===== src/hw/rtl/wildcard_glob_matcher_assert.svh =====
// Assertion macros for the wildcard glob matcher.
`ifndef WILDCARD_GLOB_MATCHER_ASSERT_SVH
`define WILDCARD_GLOB_MATCHER_ASSERT_SVH

`ifndef SYNTH
// Same-cycle implication, checked out of reset.
`define GWM_ASSERT_NOW(lbl, ante, cons) \
  lbl: assert property (@(posedge clk) disable iff (!rst_n) (ante) |-> (cons)) \
    else $error("gwm same-cycle check failed");
// Next-cycle implication, checked out of reset.
`define GWM_ASSERT_NEXT(lbl, ante, cons) \
  lbl: assert property (@(posedge clk) disable iff (!rst_n) (ante) |=> (cons)) \
    else $error("gwm next-cycle check failed");
`else
`define GWM_ASSERT_NOW(lbl, ante, cons)
`define GWM_ASSERT_NEXT(lbl, ante, cons)
`endif

`endif


===== src/hw/rtl/gwm_pkg.sv =====
// Shared types, constants and helpers for the wildcard glob matcher.
`timescale 1ns / 1ps
`default_nettype none

package gwm_pkg;

  localparam int unsigned PATTERN_MAX_DEF = 128;

  localparam logic [7:0] CH_ANY      = 8'h3F;
  localparam logic [7:0] CH_STAR     = 8'h2A;
  localparam logic [7:0] CH_UPPER_A  = 8'h41;
  localparam logic [7:0] CH_UPPER_Z  = 8'h5A;
  localparam logic [7:0] CASE_OFFSET = 8'h20;

  typedef enum logic [1:0] {
    CMD_CLEAR  = 2'd0,
    CMD_APPEND = 2'd1,
    CMD_TEXT   = 2'd2,
    CMD_END    = 2'd3
  } cmd_t;

  typedef struct packed {
    cmd_t       command;
    logic [7:0] char_code;
  } in_item_t;

  typedef struct packed {
    logic matched;
    logic pattern_overflow;
  } out_item_t;

  // Registered input item as seen by the work stage.
  typedef struct packed {
    logic     valid;
    in_item_t item;
  } stage_t;

  // Fold ASCII A-Z to a-z.
  function automatic logic [7:0] fold(input logic [7:0] c);
    logic [7:0] r;
    r = c;
    if (c >= CH_UPPER_A && c <= CH_UPPER_Z) begin
      r = c + CASE_OFFSET;
    end
    return r;
  endfunction

endpackage

`default_nettype wire


===== src/hw/rtl/gwm_in_reg.sv =====
// Input register stage of the wildcard glob matcher.
`timescale 1ns / 1ps
`default_nettype none

module gwm_in_reg (
  input  wire logic             clk,
  input  wire logic             rst_n,
  input  wire logic             in_valid,
  output logic                  in_stall,
  input  wire gwm_pkg::in_item_t in_data,
  input  wire logic             go,
  output gwm_pkg::stage_t       s1
);

  logic              valid_r;
  gwm_pkg::in_item_t item_r;

  always_ff @(posedge clk) begin
    if (!rst_n) begin
      valid_r <= 1'b0;
    end else if (go) begin
      valid_r <= in_valid;
    end
  end

  always_ff @(posedge clk) begin
    if (go && in_valid) begin
      item_r <= in_data;
    end
  end

  // Hold the upstream side only while the staged item cannot move on.
  assign in_stall = valid_r & ~go;

  assign s1.valid = valid_r;
  assign s1.item  = item_r;

endmodule

`default_nettype wire


===== src/hw/rtl/gwm_pattern.sv =====
// Pattern store: folded bytes, wildcard masks, length, overflow and leading-star set.
`timescale 1ns / 1ps
`default_nettype none

module gwm_pattern #(
  parameter  int unsigned PATTERN_MAX = gwm_pkg::PATTERN_MAX_DEF,
  localparam int unsigned LEN_W       = $clog2(PATTERN_MAX + 1),
  localparam int unsigned IDX_W       = (PATTERN_MAX > 1) ? $clog2(PATTERN_MAX) : 1
) (
  input  wire logic                        clk,
  input  wire logic                        rst_n,
  input  wire gwm_pkg::stage_t             op,
  input  wire logic                        fire,
  output logic [PATTERN_MAX-1:0]           star_mask,
  output logic [PATTERN_MAX-1:0]           any_mask,
  output logic [PATTERN_MAX-1:0]           live_mask,
  output logic [PATTERN_MAX-1:0][7:0]      chars,
  output logic [LEN_W-1:0]                 len,
  output logic                             overflow,
  output logic [PATTERN_MAX:0]             lead_nxt
);

  localparam logic [PATTERN_MAX:0] LEAD_RESET = (PATTERN_MAX + 1)'(1);

  logic [PATTERN_MAX-1:0][7:0] chars_r;
  logic [PATTERN_MAX-1:0]      star_r;
  logic [PATTERN_MAX-1:0]      any_r;
  logic [LEN_W-1:0]            len_r, len_nxt;
  logic                        ovf_r, ovf_nxt;
  logic [PATTERN_MAX:0]        lead_r;

  logic             do_clear;
  logic             do_app;
  logic             has_room;
  logic             in_star;
  logic [LEN_W-1:0] slot;
  logic [IDX_W-1:0] wr_idx;

  always_comb begin
    do_clear = fire && (op.item.command == gwm_pkg::CMD_CLEAR);
    do_app   = fire && (op.item.command == gwm_pkg::CMD_APPEND);
    has_room = len_r < LEN_W'(PATTERN_MAX);
    in_star  = op.item.char_code == gwm_pkg::CH_STAR;
    slot     = len_r + LEN_W'(1);
    wr_idx   = len_r[IDX_W-1:0];
    len_nxt  = len_r;
    ovf_nxt  = ovf_r;
    lead_nxt = lead_r;
    if (do_clear) begin
      len_nxt  = '0;
      ovf_nxt  = 1'b0;
      lead_nxt = LEAD_RESET;
    end else if (do_app) begin
      if (has_room) begin
        len_nxt = slot;
        // Extend the leading run of stars when the new byte continues it.
        lead_nxt[slot] = lead_r[len_r] & in_star;
      end else begin
        ovf_nxt = 1'b1;
      end
    end
  end

  always_ff @(posedge clk) begin
    if (!rst_n) begin
      len_r  <= '0;
      ovf_r  <= 1'b0;
      lead_r <= LEAD_RESET;
    end else begin
      len_r  <= len_nxt;
      ovf_r  <= ovf_nxt;
      lead_r <= lead_nxt;
    end
  end

  always_ff @(posedge clk) begin
    if (do_app && has_room) begin
      chars_r[wr_idx] <= gwm_pkg::fold(op.item.char_code);
      star_r[wr_idx]  <= in_star;
      any_r[wr_idx]   <= op.item.char_code == gwm_pkg::CH_ANY;
    end
  end

  always_comb begin
    for (int i = 0; i < PATTERN_MAX; i++) begin
      live_mask[i] = LEN_W'(i) < len_r;
    end
  end

  assign star_mask = star_r;
  assign any_mask  = any_r;
  assign chars     = chars_r;
  assign len       = len_r;
  assign overflow  = ovf_r;

endmodule

`default_nettype wire


===== src/hw/rtl/gwm_match.sv =====
// Active position set update with star closure, and the result register.
`timescale 1ns / 1ps
`default_nettype none

module gwm_match #(
  parameter  int unsigned PATTERN_MAX = gwm_pkg::PATTERN_MAX_DEF,
  localparam int unsigned LEN_W       = $clog2(PATTERN_MAX + 1)
) (
  input  wire logic                        clk,
  input  wire logic                        rst_n,
  input  wire gwm_pkg::stage_t             op,
  input  wire logic [PATTERN_MAX-1:0]      star_mask,
  input  wire logic [PATTERN_MAX-1:0]      any_mask,
  input  wire logic [PATTERN_MAX-1:0]      live_mask,
  input  wire logic [PATTERN_MAX-1:0][7:0] chars,
  input  wire logic [LEN_W-1:0]            len,
  input  wire logic                        overflow,
  input  wire logic [PATTERN_MAX:0]        lead_nxt,
  output logic                             go,
  output logic                             fire,
  output logic                             out_valid,
  input  wire logic                        out_stall,
  output gwm_pkg::out_item_t               out_data
);

  // Kept closed over stars at all times.
  logic [PATTERN_MAX:0]   active_r, active_nxt;
  logic                   out_valid_r;
  gwm_pkg::out_item_t     out_data_r;

  logic [7:0]             fc;
  logic [PATTERN_MAX-1:0] stars;
  logic [PATTERN_MAX-1:0] hit;
  logic [PATTERN_MAX:0]   step;
  logic [PATTERN_MAX:0]   prop;
  logic [PATTERN_MAX:0]   closed;
  logic                   is_end;

  always_comb begin
    is_end = op.valid && (op.item.command == gwm_pkg::CMD_END);
    go     = !is_end || !out_valid_r || !out_stall;
    fire   = op.valid && go;
  end

  always_comb begin
    fc    = gwm_pkg::fold(op.item.char_code);
    stars = star_mask & live_mask;
    for (int i = 0; i < PATTERN_MAX; i++) begin
      hit[i] = active_r[i] & live_mask[i] & ~star_mask[i] &
               (any_mask[i] | (chars[i] == fc));
    end
    // Stars keep their position; other matches advance by one.
    step = {hit, 1'b0} | {1'b0, active_r[PATTERN_MAX-1:0] & stars};
    // Star closure as a carry chain through runs of star positions.
    prop   = {1'b0, stars};
    closed = step | (((step & prop) + prop) ^ prop);
  end

  always_comb begin
    active_nxt = active_r;
    if (fire) begin
      unique case (op.item.command)
        gwm_pkg::CMD_TEXT:   active_nxt = closed;
        gwm_pkg::CMD_CLEAR,
        gwm_pkg::CMD_APPEND,
        gwm_pkg::CMD_END:    active_nxt = lead_nxt;
      endcase
    end
  end

  always_ff @(posedge clk) begin
    if (!rst_n) begin
      active_r    <= (PATTERN_MAX + 1)'(1);
      out_valid_r <= 1'b0;
    end else begin
      active_r <= active_nxt;
      if (fire && is_end) begin
        out_valid_r <= 1'b1;
      end else if (!out_stall) begin
        out_valid_r <= 1'b0;
      end
    end
  end

  always_ff @(posedge clk) begin
    if (fire && is_end) begin
      out_data_r.matched          <= active_r[len];
      out_data_r.pattern_overflow <= overflow;
    end
  end

  assign out_valid = out_valid_r;
  assign out_data  = out_data_r;

endmodule

`default_nettype wire


===== src/hw/rtl/wildcard_glob_matcher.sv =====
// Top level of the case-insensitive wildcard glob matcher.
//
// Input channel (in_valid / in_stall / in_data) carries commands: clear the
// pattern, append a pattern byte, feed a text byte, or end the text. Only the
// end-of-text command yields a result on the output channel (out_valid /
// out_stall / out_data): whether the whole text matched the whole pattern,
// and whether pattern bytes were dropped since the last clear.
// A new item is taken every cycle unless an end-of-text item is blocked in
// the input register. The result is registered: the end-of-text transfer
// loads the input register, and once that item fires in the work stage the
// result register is loaded and out_valid rises. The work stage's logic is
// bounded by the folded byte compare plus the star-closure carry chain
// across PATTERN_MAX + 1 positions.
// Reset empties the pattern, clears the overflow flag and arms a new text;
// pattern bytes are never cleared, only the length is.
// While the receiver stalls a pending result, non-result commands still pass
// through; an end-of-text item waits in the input register and in_stall rises.
`timescale 1ns / 1ps
`default_nettype none

`include "wildcard_glob_matcher_assert.svh"

module wildcard_glob_matcher #(
  parameter int unsigned PATTERN_MAX = gwm_pkg::PATTERN_MAX_DEF
) (
  input  wire logic               clk,
  input  wire logic               rst_n,
  input  wire logic               in_valid,
  output logic                    in_stall,
  input  wire gwm_pkg::in_item_t  in_data,
  output logic                    out_valid,
  input  wire logic               out_stall,
  output gwm_pkg::out_item_t      out_data
);

  localparam int unsigned LEN_W = $clog2(PATTERN_MAX + 1);

  gwm_pkg::stage_t             s1;
  logic                        go;
  logic                        fire;
  logic [PATTERN_MAX-1:0]      star_mask;
  logic [PATTERN_MAX-1:0]      any_mask;
  logic [PATTERN_MAX-1:0]      live_mask;
  logic [PATTERN_MAX-1:0][7:0] chars;
  logic [LEN_W-1:0]            pat_len;
  logic                        overflow;
  logic [PATTERN_MAX:0]        lead_nxt;
  logic                        end_blocked;

  gwm_in_reg u_in_reg (
    .clk      (clk),
    .rst_n    (rst_n),
    .in_valid (in_valid),
    .in_stall (in_stall),
    .in_data  (in_data),
    .go       (go),
    .s1       (s1)
  );

  gwm_pattern #(
    .PATTERN_MAX (PATTERN_MAX)
  ) u_pattern (
    .clk       (clk),
    .rst_n     (rst_n),
    .op        (s1),
    .fire      (fire),
    .star_mask (star_mask),
    .any_mask  (any_mask),
    .live_mask (live_mask),
    .chars     (chars),
    .len       (pat_len),
    .overflow  (overflow),
    .lead_nxt  (lead_nxt)
  );

  gwm_match #(
    .PATTERN_MAX (PATTERN_MAX)
  ) u_match (
    .clk       (clk),
    .rst_n     (rst_n),
    .op        (s1),
    .star_mask (star_mask),
    .any_mask  (any_mask),
    .live_mask (live_mask),
    .chars     (chars),
    .len       (pat_len),
    .overflow  (overflow),
    .lead_nxt  (lead_nxt),
    .go        (go),
    .fire      (fire),
    .out_valid (out_valid),
    .out_stall (out_stall),
    .out_data  (out_data)
  );

  assign end_blocked = s1.valid && (s1.item.command == gwm_pkg::CMD_END) &&
                       out_valid && out_stall;

  // Only a blocked end-of-text item may hold the input side.
  `GWM_ASSERT_NOW(a_stall_cause, in_stall, end_blocked)
  // A processed end-of-text item always presents a result next cycle.
  `GWM_ASSERT_NEXT(a_end_result, fire && s1.item.command == gwm_pkg::CMD_END, out_valid)
  // A clear empties the pattern.
  `GWM_ASSERT_NEXT(a_clear_len, fire && s1.item.command == gwm_pkg::CMD_CLEAR, pat_len == '0)
  // The stored length never passes the store size.
  `GWM_ASSERT_NOW(a_len_bound, 1'b1, pat_len <= LEN_W'(PATTERN_MAX))

endmodule

`default_nettype wire


===== config.mk =====
export PLATFORM = sky130hd
export DESIGN_NAME = wildcard_glob_matcher
export DESIGN_NICKNAME = d
export VERILOG_FILES = /design/src/hw/rtl/gwm_pkg.sv /design/src/hw/rtl/gwm_in_reg.sv /design/src/hw/rtl/gwm_pattern.sv /design/src/hw/rtl/gwm_match.sv /design/src/hw/rtl/wildcard_glob_matcher.sv
export VERILOG_INCLUDE_DIRS = /design/src /design/src/hw/rtl
export SDC_FILE = /design/constraint.sdc
export NUM_CORES = 2
export LEC_CHECK = 0
export ABC_CLOCK_PERIOD_IN_PS = 18900
export BUFFER_PORTS_ARGS = -buffer_cell sky130_fd_sc_hd__buf_4
export CORE_MARGIN = 2
export CORE_UTILIZATION = 45
export DETAILED_ROUTE_END_ITERATION = 6
export GPL_TIMING_DRIVEN = 1
export PLACE_DENSITY = 0.58
export SYNTH_ARGS = -nofsm -noshare
export SYNTH_HDL_FRONTEND = slang
export SYNTH_SLANG_ARGS = --single-unit

===== constraint.sdc =====
create_clock -name clk -period 18.9 [get_ports clk]
set_input_delay 2.835 -clock clk [delete_from_list [all_inputs] [get_ports clk]]
set_output_delay 2.835 -clock clk [all_outputs]
set_load 0.01 [all_outputs]

==> run_summary.xml <==
<?xml version="1.0" encoding="UTF-8"?>
<metrics>
  <group name="sta">
    <metric name="unrepaired_setup_endpoints_after_global_routing" unit="">no</metric>
    <metric name="layout_worst_path_cycle_share" unit="">0.486</metric>
    <metric name="timing_worst_slew_pin_value" unit="ns">1.42</metric>
    <metric name="fmax" unit="MHz">109</metric>
    <metric name="fin_hold_ws" unit="ns">0.474</metric>
    <metric name="timing.final.hold_violations" unit="">0</metric>
    <metric name="min_period" unit="ns">9.19</metric>
    <metric name="headroom_to_the_max_slew_limit" unit="">0.0495</metric>
    <metric name="tns" unit="ns">0</metric>
    <metric name="timing.final.max_slew_violations" unit="">0</metric>
    <metric name="setup-violations-final" unit="">0</metric>
    <metric name="finClkSkew" unit="ns">0.0450</metric>
  </group>
  <group name="grt">
    <metric name="grt_start_max_net_pins" unit="">118</metric>
    <metric name="grt_util_all_layers" unit="">0.341</metric>
    <metric name="global_route.overflow_total" unit="">0</metric>
    <metric name="antenna_found_initial" unit="">18</metric>
    <metric name="grt_first_pass_wirelength" unit="µm">446000</metric>
    <metric name="grt_pass1_vias" unit="">59300</metric>
  </group>
  <group name="power_and_ir_drop">
    <metric name="vdd_ir_drop_max" unit="µV">101</metric>
    <metric name="cell_pwr_density" unit="nW/µm²">86.0</metric>
    <metric name="leakage" unit="nW">27.8</metric>
  </group>
  <group name="final_layout">
    <metric name="post-route-util" unit="">0.505</metric>
    <metric name="fillers" unit="">15900</metric>
    <metric name="final_cell_count_no_fill" unit="">9797</metric>
    <metric name="final_area" unit="µm²">89200</metric>
    <metric name="layout-drive-gt1-share" unit="">0.0889</metric>
    <metric name="flow.area_growth_from_synthesis" unit="%">11.3</metric>
    <metric name="nets" unit="">7331</metric>
  </group>
  <group name="setup_path">
    <metric name="cpLargestDelayFamily" unit="">compound AO/OA/AOI/OAI gates</metric>
    <metric name="worstPathBufferInverterCount" unit="">3</metric>
    <metric name="worstPathRequired" unit="ns">19.65</metric>
    <metric name="worst-path-max-fanout" unit="">43</metric>
    <metric name="peak_per_stage_delay_on_the_critical_path" unit="ns">1.14</metric>
    <metric name="path_common_cell" unit="">sky130_fd_sc_hd__buf_4</metric>
    <metric name="critPathSlowestCell" unit="">sky130_fd_sc_hd__a2111oi_1</metric>
    <metric name="crit_path_end_kind" unit="">flip-flop</metric>
    <metric name="crit_path_cell_trace" unit="">buf_4, ha_1, a2111oi_2, o21ai_4, o211ai_4, buf_4, buf_4, nor2_1, a2111oi_1, o21ai_0, a211oi_1, o21ai_0, a31oi_1, o21ai_1, o22ai_1, o2111ai_1, a2111oi_4, a41oi_1, or3_1, a21oi_2, a211oi_1, o41ai_2</metric>
    <metric name="critPathKind" unit="">reg2reg</metric>
    <metric name="worst-endpoint-arrival" unit="ns">9.94</metric>
    <metric name="timing.critical_path.from_type" unit="">flip-flop</metric>
  </group>
  <group name="cts">
    <metric name="clock_root_buffer" unit="">sky130_fd_sc_hd__clkbuf_16</metric>
    <metric name="cts.clk_slew.worst_paths" unit="ns">0.07</metric>
    <metric name="ctsHtreeMaxLevel" unit="">4</metric>
    <metric name="cts_setup_buffers" unit="">0</metric>
    <metric name="worst_skew_pair.late_latency" unit="ns">0.87</metric>
    <metric name="cts_resized" unit="">0</metric>
    <metric name="hold_buffers" unit="">0</metric>
    <metric name="clock_sink_count" unit="">1561</metric>
    <metric name="cts_max_path_buffers" unit="">3</metric>
    <metric name="tritoncts.num_buffers" unit="">172</metric>
    <metric name="cts_tree" unit="">yes</metric>
  </group>
  <group name="synthesis">
    <metric name="netlist_instances" unit="">7281</metric>
    <metric name="synth-main-ff-cell" unit="">sky130_fd_sc_hd__edfxtp_1</metric>
    <metric name="synth.ff_latch_count" unit="">1561</metric>
    <metric name="postSynthAreaPerCell" unit="µm²">11.0</metric>
    <metric name="seq_area_frac_synth" unit="">0.551</metric>
    <metric name="yosysWarningCount" unit="">0</metric>
    <metric name="post_synth_instance_area" unit="µm²">80100</metric>
    <metric name="synthArstFlopShare" unit="">0</metric>
    <metric name="synth_enable_flop_cells" unit="">1292</metric>
    <metric name="synthesis.nets" unit="">7303</metric>
    <metric name="netlist-cell-type-count" unit="">111</metric>
  </group>
  <group name="status">
    <metric name="outcome" unit="">complete, but fails checks</metric>
    <metric name="failed_checks" unit="">DRC</metric>
  </group>
  <group name="place">
    <metric name="globalplace.congestion" unit="">1.03</metric>
    <metric name="buffer_ports.inserted" unit="">17</metric>
    <metric name="dp_hpwl" unit="µm">224000</metric>
    <metric name="detailed_place.area" unit="µm²">83500</metric>
    <metric name="dpl.cell_count" unit="">9475</metric>
  </group>
  <group name="detailed_routing">
    <metric name="detailedRoute.firstPassIterationCount" unit="">7</metric>
    <metric name="routed-via-count" unit="">63200</metric>
    <metric name="drtIter0Drc" unit="">8163</metric>
    <metric name="detailed_route_wire_length_per_cell" unit="µm">32.2</metric>
    <metric name="drt.antenna.violating_nets" unit="">0</metric>
    <metric name="drc" unit="">1</metric>
    <metric name="wl" unit="µm">315000</metric>
    <metric name="vias_per_cell" unit="">6.45</metric>
  </group>
  <group name="die">
    <metric name="initial_core_util" unit="">0.454</metric>
    <metric name="die_width" unit="µm">426</metric>
    <metric name="coreArea" unit="µm²">176000</metric>
    <metric name="die-height" unit="µm">426</metric>
    <metric name="floorplan.rows" unit="">154</metric>
    <metric name="ioPinCount" unit="">18</metric>
    <metric name="die_area" unit="µm²">181000</metric>
  </group>
  <group name="job">
    <metric name="timing.max_cap.violations" unit="">0</metric>
  </group>
  <group name="worst_hold_path">
    <metric name="hold_path_class" unit="">reg2reg</metric>
  </group>
</metrics>
[sequential cells by signal, summed over array words and instances, names as in the netlist]
signal               cells
u_pattern.lead_r       129
u_match.active_r       129
u_match.out_valid        1
u_in_reg.valid_r         1
u_in_reg.s1             10
u_pattern.star_mask    128
u_match.out_data         2
u_pattern.len            8
u_pattern.chars       1024
u_pattern.any_mask     128
u_pattern.overflow       1
[cell usage after synthesis (all sizes together) (27+ instances only)]
cell type,number,share of area
edfxtp,1292,0.48
nor2,700,0.033
xnor2,518,0.057
nand2,473,0.022
xor2,379,0.041
a21oi,375,0.024
o21ai,364,0.023
dfxtp,269,0.067
clkbuf,223,0.010
nand3,219,0.014
nor3,217,0.014
inv,169,0.0080
buf,152,0.0098
mux2i,140,0.017
and2,112,0.0087
nor4,97,0.0078
a211oi,85,0.0080
nand4,85,0.0066
o211ai,83,0.0079
a31oi,77,0.0060
a22oi,70,0.0066
a2111oi,65,0.0076
nand2b,64,0.0050
nor2b,60,0.0047
o22ai,56,0.0044
a221oi,44,0.0049
o31ai,44,0.0041
a21o,39,0.0037
or4,38,0.0036
and3,37,0.0029
nand3b,37,0.0035
nor3b,36,0.0034
o221ai,35,0.0038
o21a,34,0.0032
or2,34,0.0027
or3,33,0.0026
a21boi,32,0.0030
o2111ai,29,0.0032
o211a,27,0.0034
[per-layer routing]
metal,share of wire,track usage,vias to the layer above
met1,0.42,0.474,31700
met4,0.048,0.149,12
met2,0.43,0.505,3377
met5,0.00027,0,-
met3,0.10,0.0856,686
li1,-,-,27500
[power by group]
part | switching (mW) | total [mW] | internal, mW
Sequential | 0.0253 | 3.76 | 3.73
Clock | 1.45 | 3.45 | 1.99
Combinational | 0.337 | 0.468 | 0.132
[worst reg2reg max path: stages (launching register included)]
cell and delay, ns:
sky130_fd_sc_hd__edfxtp_1 0.59, sky130_fd_sc_hd__buf_4 0.56, sky130_fd_sc_hd__ha_1 0.49, sky130_fd_sc_hd__a2111oi_2 0.77
sky130_fd_sc_hd__o21ai_4 0.35, sky130_fd_sc_hd__o211ai_4 0.19, sky130_fd_sc_hd__buf_4 0.42, sky130_fd_sc_hd__buf_4 0.40
sky130_fd_sc_hd__nor2_1 0.08, sky130_fd_sc_hd__a2111oi_1 1.14, sky130_fd_sc_hd__o21ai_0 0.35, sky130_fd_sc_hd__a211oi_1 0.39
sky130_fd_sc_hd__o21ai_0 0.24, sky130_fd_sc_hd__a31oi_1 0.43, sky130_fd_sc_hd__o21ai_1 0.16, sky130_fd_sc_hd__o22ai_1 0.33
sky130_fd_sc_hd__o2111ai_1 0.31, sky130_fd_sc_hd__a2111oi_4 0.67, sky130_fd_sc_hd__a41oi_1 0.28, sky130_fd_sc_hd__or3_1 0.42
sky130_fd_sc_hd__a21oi_2 0.21, sky130_fd_sc_hd__a211oi_1 0.11, sky130_fd_sc_hd__o41ai_2 0.21
[layout by cell type, fill, tap and decap left out, types with 56 or more instances in the layout]
cell type                      n
sky130_fd_sc_hd__a21oi_1     371
sky130_fd_sc_hd__nand2_1     471
sky130_fd_sc_hd__a211oi_1     84
sky130_fd_sc_hd__o21ai_0     343
sky130_fd_sc_hd__a31oi_1      77
sky130_fd_sc_hd__nor4_1       95
sky130_fd_sc_hd__buf_4       222
sky130_fd_sc_hd__nor2_1      690
sky130_fd_sc_hd__inv_1       163
sky130_fd_sc_hd__nand2b_1     63
sky130_fd_sc_hd__and2_1      112
sky130_fd_sc_hd__nand3_1     218
sky130_fd_sc_hd__a22oi_1      70
sky130_fd_sc_hd__nor2b_1      57
sky130_fd_sc_hd__o211ai_1     82
sky130_fd_sc_hd__mux2i_1     140
sky130_fd_sc_hd__clkbuf_16   176
sky130_fd_sc_hd__xor2_1      379
sky130_fd_sc_hd__dfxtp_1     263
sky130_fd_sc_hd__o22ai_1      56
sky130_fd_sc_hd__nor3_1      205
sky130_fd_sc_hd__nand4_1      85
sky130_fd_sc_hd__xnor2_1     518
sky130_fd_sc_hd__edfxtp_1   1292
[worst paths after layout]
kind / depth (start not counted) / endpoint / start / slack (ns)
min: 2 / u_match.active_r[46] / u_match.active_r[46] / 0.47
min reg2reg: 2 / u_match.active_r[46] / u_match.active_r[46] / 0.47
max reg2reg: 22 / u_match.active_r[128] / u_in_reg.s1[6] / 9.71
max: 22 / u_match.active_r[128] / u_in_reg.s1[6] / 9.71
[final cells by class]
type | instances | area [µm²] | share of cell area
Sequential cell | 1561 | 44200 | 0.495
Multi-Input combinational cell | 5176 | 33900 | 0.380
Clock buffer | 207 | 4580 | 0.0514
Tap cell | 2340 | 2930 | 0.0328
Timing Repair Buffer | 229 | 1810 | 0.0203
Clock inverter | 106 | 1150 | 0.0129
Inverter | 169 | 657 | 0.00736
Antenna cell | 9 | 22.5 | 0.000252
[cell families after synthesis]
group / Yosys count / synth area share
buf+inv: 544 / 0.0282
simple gates: 2329 / 0.144
mux: 170 / 0.0245
fa+ha+maj: 8 / 0.00125
xor+xnor: 897 / 0.0980
compound gates: 1772 / 0.153
flops: 1561 / 0.551
[stage by stage]
stage,total power [mW],setup WS [ns]
2_1_floorplan,4.11,10.45
3_3_place_gp,4.28,10.13
3_5_place_dp,4.29,10.01
4_1_cts,7.70,9.98
5_1_grt,7.87,9.35
6_report,7.67,9.71
Note: power is estimated with default switching activity, not from simulation.
